===== src/design/huffman_tree_decoder_assert.svh =====
// assertion macros shared by the huffman tree decoder modules
// expects clk and rst_n in the scope of each use
`ifndef HUFFMAN_TREE_DECODER_ASSERT_SVH
`define HUFFMAN_TREE_DECODER_ASSERT_SVH

// condition holds at every clock edge out of reset
`define HTD_ASSERT(label, cond, msg) \
    label: assert property (@(posedge clk) disable iff (!rst_n) (cond)) else $error(msg);

// consequence holds in the same cycle as the antecedent
`define HTD_ASSERT_IMP(label, ante, cons, msg) \
    label: assert property (@(posedge clk) disable iff (!rst_n) (ante) |-> (cons)) else $error(msg);

// consequence holds in the cycle after the antecedent
`define HTD_ASSERT_NEXT(label, ante, cons, msg) \
    label: assert property (@(posedge clk) disable iff (!rst_n) (ante) |=> (cons)) else $error(msg);

`endif


===== src/design/htd_pkg.sv =====
// shared constants, action codes and controller/datapath interface types
// for the huffman tree decoder; no dependencies
package htd_pkg;

    localparam int NODE_COUNT   = 512;
    localparam int MAX_CODE_LEN = 32;

    localparam int NODE_W = $clog2(NODE_COUNT);
    localparam int FREE_W = $clog2(NODE_COUNT + 1);
    localparam int SYM_W  = 8;
    localparam int CODE_W = 32;
    localparam int LEN_W  = 6;
    localparam int BYTE_W = 8;
    localparam int ACT_W  = 2;
    localparam int CNT_W  = $clog2(MAX_CODE_LEN + 1);
    localparam int WORD_W = SYM_W + 2 * NODE_W;

    localparam int IN_FIELD_W = CODE_W + LEN_W + SYM_W + BYTE_W;
    localparam int IN_DATA_W  = ((IN_FIELD_W + 7) / 8) * 8;
    localparam int OUT_DATA_W = SYM_W;

    localparam logic [ACT_W-1:0] ACT_CLEAR  = 2'd0;
    localparam logic [ACT_W-1:0] ACT_INSERT = 2'd1;
    localparam logic [ACT_W-1:0] ACT_DECODE = 2'd2;

    typedef struct packed {
        logic capture;
        logic clear;
        logic ins_start;
        logic dec_start;
        logic rd_child;
        logic ld_word;
        logic leaf_chk;
        logic wr_parent;
        logic alloc;
        logic wr_sym;
        logic emit;
        logic flush;
        logic emit_err;
        logic end_dec;
        logic set_err;
    } htd_cmd_t;

    typedef struct packed {
        logic [ACT_W-1:0] act;
        logic             len_zero;
        logic             sticky;
        logic             child_missing;
        logic             store_full;
        logic             cnt_zero;
        logic             cnt_one;
        logic             sym_nz;
        logic             pend;
        logic             out_free;
    } htd_stat_t;

endpackage


===== src/design/htd_ctrl.sv =====
// control state machine of the huffman tree decoder
// depends on htd_pkg and huffman_tree_decoder_assert.svh
`include "huffman_tree_decoder_assert.svh"

module htd_ctrl
    import htd_pkg::*;
(
    input  logic      clk,
    input  logic      rst_n,
    input  logic      in_valid,
    output logic      in_ready,
    input  htd_stat_t stat,
    output htd_cmd_t  cmd
);

    typedef enum logic [3:0] {
        S_IDLE,
        S_DISPATCH,
        S_I_LOOK,
        S_I_FETCH,
        S_I_NEW,
        S_I_SYM,
        S_D_LOAD,
        S_D_LOOK,
        S_D_FETCH,
        S_D_END
    } state_t;

    state_t state_reg;
    state_t state_next;

    assign in_ready = (state_reg == S_IDLE);

    always_comb
    begin
        state_next = state_reg;
        cmd        = '0;
        case (state_reg)
            S_IDLE:
            begin
                if (in_valid)
                begin
                    cmd.capture = 1'b1;
                    state_next  = S_DISPATCH;
                end
            end
            S_DISPATCH:
            begin
                state_next = S_IDLE;
                case (stat.act)
                    ACT_CLEAR:
                    begin
                        cmd.clear = 1'b1;
                    end
                    ACT_INSERT:
                    begin
                        if (!stat.len_zero)
                        begin
                            cmd.ins_start = 1'b1;
                            state_next    = S_I_LOOK;
                        end
                    end
                    ACT_DECODE:
                    begin
                        if (!stat.sticky)
                        begin
                            cmd.dec_start = 1'b1;
                            state_next    = S_D_LOAD;
                        end
                    end
                    default:
                    begin
                        state_next = S_IDLE;
                    end
                endcase
            end
            S_I_LOOK:
            begin
                if (!stat.child_missing)
                begin
                    cmd.rd_child = 1'b1;
                    state_next   = S_I_FETCH;
                end
                else if (stat.store_full)
                begin
                    if (stat.out_free)
                    begin
                        cmd.emit_err = 1'b1;
                        state_next   = S_IDLE;
                    end
                end
                else
                begin
                    cmd.wr_parent = 1'b1;
                    state_next    = S_I_NEW;
                end
            end
            S_I_FETCH:
            begin
                cmd.ld_word = 1'b1;
                state_next  = stat.cnt_zero ? S_I_SYM : S_I_LOOK;
            end
            S_I_NEW:
            begin
                cmd.alloc  = 1'b1;
                state_next = stat.cnt_one ? S_I_SYM : S_I_LOOK;
            end
            S_I_SYM:
            begin
                cmd.wr_sym = 1'b1;
                state_next = S_IDLE;
            end
            S_D_LOAD:
            begin
                cmd.ld_word = 1'b1;
                state_next  = S_D_LOOK;
            end
            S_D_LOOK:
            begin
                if (stat.child_missing)
                begin
                    if (stat.out_free)
                    begin
                        if (stat.pend)
                        begin
                            cmd.flush = 1'b1;
                        end
                        else
                        begin
                            cmd.emit_err = 1'b1;
                            cmd.set_err  = 1'b1;
                            state_next   = S_IDLE;
                        end
                    end
                end
                else
                begin
                    cmd.rd_child = 1'b1;
                    state_next   = S_D_FETCH;
                end
            end
            S_D_FETCH:
            begin
                if (!stat.sym_nz || !stat.pend || stat.out_free)
                begin
                    cmd.ld_word  = 1'b1;
                    cmd.leaf_chk = 1'b1;
                    cmd.emit     = stat.sym_nz;
                    if (stat.cnt_zero)
                    begin
                        cmd.end_dec = 1'b1;
                        state_next  = (stat.sym_nz || stat.pend) ? S_D_END : S_IDLE;
                    end
                    else
                    begin
                        state_next = S_D_LOOK;
                    end
                end
            end
            S_D_END:
            begin
                if (!stat.pend)
                begin
                    state_next = S_IDLE;
                end
                else if (stat.out_free)
                begin
                    cmd.flush  = 1'b1;
                    state_next = S_IDLE;
                end
            end
            default:
            begin
                state_next = S_IDLE;
            end
        endcase
    end

    always_ff @(posedge clk or negedge rst_n)
    begin
        if (!rst_n)
        begin
            state_reg <= S_IDLE;
        end
        else
        begin
            state_reg <= state_next;
        end
    end

    `HTD_ASSERT_IMP(a_emit_room, (cmd.emit && stat.pend) || cmd.flush || cmd.emit_err, stat.out_free, "emit into full output")
    `HTD_ASSERT_IMP(a_capture_idle, cmd.capture, state_reg == S_IDLE, "capture outside idle")
    `HTD_ASSERT_NEXT(a_set_err_idle, cmd.set_err, in_ready, "error did not end the byte")

endmodule


===== config.mk =====
export PLATFORM = sky130hd
export DESIGN_NAME = htd_ctrl
export DESIGN_NICKNAME = d
export VERILOG_FILES = /design/src/design/htd_pkg.sv /design/src/design/htd_ctrl.sv
export VERILOG_INCLUDE_DIRS = /design/src /design/src/design
export SDC_FILE = /design/constraint.sdc
export NUM_CORES = 1
export LEC_CHECK = 0
export ABC_AREA = 1
export BUFFER_PORTS_ARGS = -buffer_cell sky130_fd_sc_hd__buf_2
export CAP_MARGIN = 40
export CORE_AREA = 8 8 45 47
export DETAILED_ROUTE_END_ITERATION = 16
export DIE_AREA = 0 0 53 55
export MAX_ROUTING_LAYER = met4
export PLACE_DENSITY_LB_ADDON = 0.15
export SLEW_MARGIN = 0
export SYNTH_ARGS = -nofsm -noshare
export SYNTH_HDL_FRONTEND = slang
export SYNTH_SLANG_ARGS = --single-unit

===== constraint.sdc =====
create_clock -name clk -period 1.8 [get_ports clk]
set_clock_uncertainty 0.05 [all_clocks]
set_input_delay 0.18 -clock clk [delete_from_list [all_inputs] [get_ports clk]]
set_output_delay 0.18 -clock clk [all_outputs]
set_load 0.02 [all_outputs]

==> results.sh <==
export IMPL_initial_core_util=0.445
export IMPL_wl_per_cell_um=11.0
export IMPL_post_synth_num_cell_types=19
export IMPL_cp_startpoint="state_reg[3]$_DFFE_PN0P_"
export IMPL_fp_dieH_um=55
export IMPL_critical_path_max_stage_delay_ns=0.39
export IMPL_diodes=0
export IMPL_cp_top_family="simple AND/OR/NAND/NOR gates"
export IMPL_grt_first_pass_wirelength_mm=2.93
export IMPL_yosysWarnings=0
export IMPL_fmax_mhz=589
export IMPL_report_final_slew_viol_count=0
export IMPL_synth_edf_count=0
export IMPL_rr_worst_depth=9
export IMPL_hold_violations=0
export IMPL_syn_num_nets=135
export IMPL_slowest_stage="dfrtp_1"
export IMPL_cts_buffer_depth=2
export IMPL_synth_async_sr_flop_share=1.00
export IMPL_peakVddDrop_mv=0.625
export IMPL_min_period_ns=1.70
export IMPL_path_depth=7
export IMPL_ant_nets=0
export IMPL_ys_seq_area_frac=0.163
export IMPL_drt_initial_drc_count=12
export IMPL_final_cell_mix="36 x nand2_1, 29 x buf_2, 21 x nor2_1, 20 x inv_1, 8 x nor2_2"
export IMPL_worst_pin_slew_ns=0.305
export IMPL_yosys_register_bits=4
export IMPL_cp_arrival_ns=1.47
export IMPL_final_period_utilization=0.943
export IMPL_synth_largest_area_cell="nand2_1"
export IMPL_vias_per_cell=4.83
export IMPL_worst_setup_path_type="reg -> out"
export IMPL_fin_nets=170
export IMPL_setup_viol=0
export IMPL_synth_area_um2=616
export IMPL_critPathCapture="cmd[4]"
export IMPL_fillers=145
export IMPL_die_area_mm2=0.00292
export IMPL_htree_num_levels=1
export IMPL_final_common_cell="nand2_1"
export IMPL_stdcell_area_um2=837
export IMPL_cts_tree="built"
export IMPL_pin_count=30
export IMPL_rrSetupSlack_ns=0.36
export IMPL_root_buffer="clkbuf_4"
export IMPL_dp_hpwl_mm=1.60
export IMPL_io_buffers=29
export IMPL_worst_setup_path_end_kind="primary output"
export IMPL_remaining_drc_errors=0
export IMPL_r2r_start="state_reg[3]$_DFFE_PN0P_"
export IMPL_hold_path_cell_count=5
export IMPL_insertion_delay_ns=0.23
export IMPL_hold_path_class="in -> reg"
export IMPL_die_x_um=53
export IMPL_antenna_found_initial=0
export IMPL_fin_setup_tns_ns=0
export IMPL_grt_max_degree=9
export IMPL_synth_ff_type="dfrtp_1"
export IMPL_routed_wl_mm=1.84
export IMPL_largest_reg_flops=4
export IMPL_num_rows=14
export IMPL_relSlewSlack=0.795
export IMPL_synth_area_leaders="nand2_1 23%, dfrtp_1 16%, nor2_1 15%, inv_1 12%, ha_1 6.1%"
export IMPL_cap_viol_max_count=0
export IMPL_layout_drive_gt1_share=0.325
export IMPL_core_area_mm2=0.00138
export IMPL_synth_avg_cell_area_um2=5.22
export IMPL_cts_sinks=4
export IMPL_vias=806
export IMPL_critPathLaunchType="register"
export IMPL_syn_to_final_growth_pct=36.0
export IMPL_track_usage=0.135
export IMPL_status="complete, no violations"
export IMPL_p_leak_nw=0.546
export IMPL_worst_path_buf_inv=3
export IMPL_crit_chain="inv_1 -> nor2_2 -> nand2_1 -> nor2_2 -> inv_1 -> nor2_1 -> buf_2"
export IMPL_synthCells=118
export IMPL_required_ns=1.57
export IMPL_first_pass_iters=4
export IMPL_netlist_area_leader_share=0.226
export IMPL_grt_ovfl_total=0
export IMPL_first_global_vias=736
export IMPL_r2r_end="state_reg[0]$_DFFE_PN0P_"
export IMPL_cts_made_buffers=3
export IMPL_routabilityCongestion=0.952
export IMPL_dpl_cell_area_um2=776
export IMPL_power_density_mw_per_mm2=946
export IMPL_cts_reportedPaths_clkPinSlew_ns=0.03
export IMPL_crit_path_max_fanout=4
export IMPL_total_power_mw=0.792
[worst min-delay path by stage]
| stage | from | endpoint |
|---|---|---|
| floorplan | rst_n | state_reg[0]$_DFFE_PN0P_ |
| global placement | rst_n | state_reg[0]$_DFFE_PN0P_ |
| detailed placement | rst_n | state_reg[1]$_DFFE_PN0P_ |
| CTS | rst_n | state_reg[2]$_DFFE_PN0P_ |
| global route | rst_n | state_reg[2]$_DFFE_PN0P_ |
| finish | stat[4] | state_reg[3]$_DFFE_PN0P_ |
[synthesized netlist by cell type (2+ instances only)]
cell type,n
ha_1,3
dfrtp_1,4
inv_1,20
nand3_1,7
nor2_2,4
nor2_1,25
nand2_1,37
a21oi_1,3
nor3_1,4
nand2_2,2
[cell families after synthesis]
family          count (synthesis)  share of synthesized area
flops                           4                      0.163
fa+ha+maj                       3                     0.0610
compound gates                  7                     0.0671
buf+inv                        22                      0.136
simple gates                   82                      0.573
[power by group]
part / total (mW) / internal, mW / switching, mW
Clock: 0.104 / 0.0741 / 0.0301
Sequential: 0.169 / 0.120 / 0.0493
Combinational: 0.519 / 0.163 / 0.356
Total: 0.792 / 0.357 / 0.435
[cell type report]
cell class                 instances  area (µm²)  share of cell area
multi-input combinational         92         452               0.540
inverter                          21        78.8              0.0942
sequential                         4         101               0.121
tap                               16        20.0              0.0239
clock buffer                       3        22.5              0.0269
timing repair buffer              31         163               0.194
[per-stage QoR]
stage,hold slack [ns],utilization,setup WS (ns),instances
4_1_cts,0.227,0.584,0.0462,166
3_3_place_gp,-0.0633,0.561,0.297,162
6_report,0.242,0.605,0.102,167
5_1_grt,0.250,0.605,-0.0240,167
2_1_floorplan,-0.166,-,0.126,118
3_5_place_dp,-0.0625,0.561,0.298,162
[worst min-delay path, delay by kind of cell]
kind                   cells  cell delay (ns)
AND/OR/NAND/NOR            3             0.14
buffers and inverters      1             0.10
AO/OA/AOI/OAI              1             0.06
[per-layer routing]
metal	wire length, µm	GRT usage	vias to the layer above	share of wire
met5	0	-	-	0
met4	19	0.0776	0	0.010
met3	127	0.0160	2	0.069
met2	932	0.240	25	0.51
met1	759	0.141	348	0.41
li1	-	-	431	-
[timing repair]
action / in CTS / in global routing
hold endpoints to repair: 4 / 0
resized for setup: 0 / 7
hold buffers: 1 / 0
endpoints found under the setup margin: 0 / 4
setup buffers: 0 / 1
Note: power is estimated with default switching activity, not from simulation.
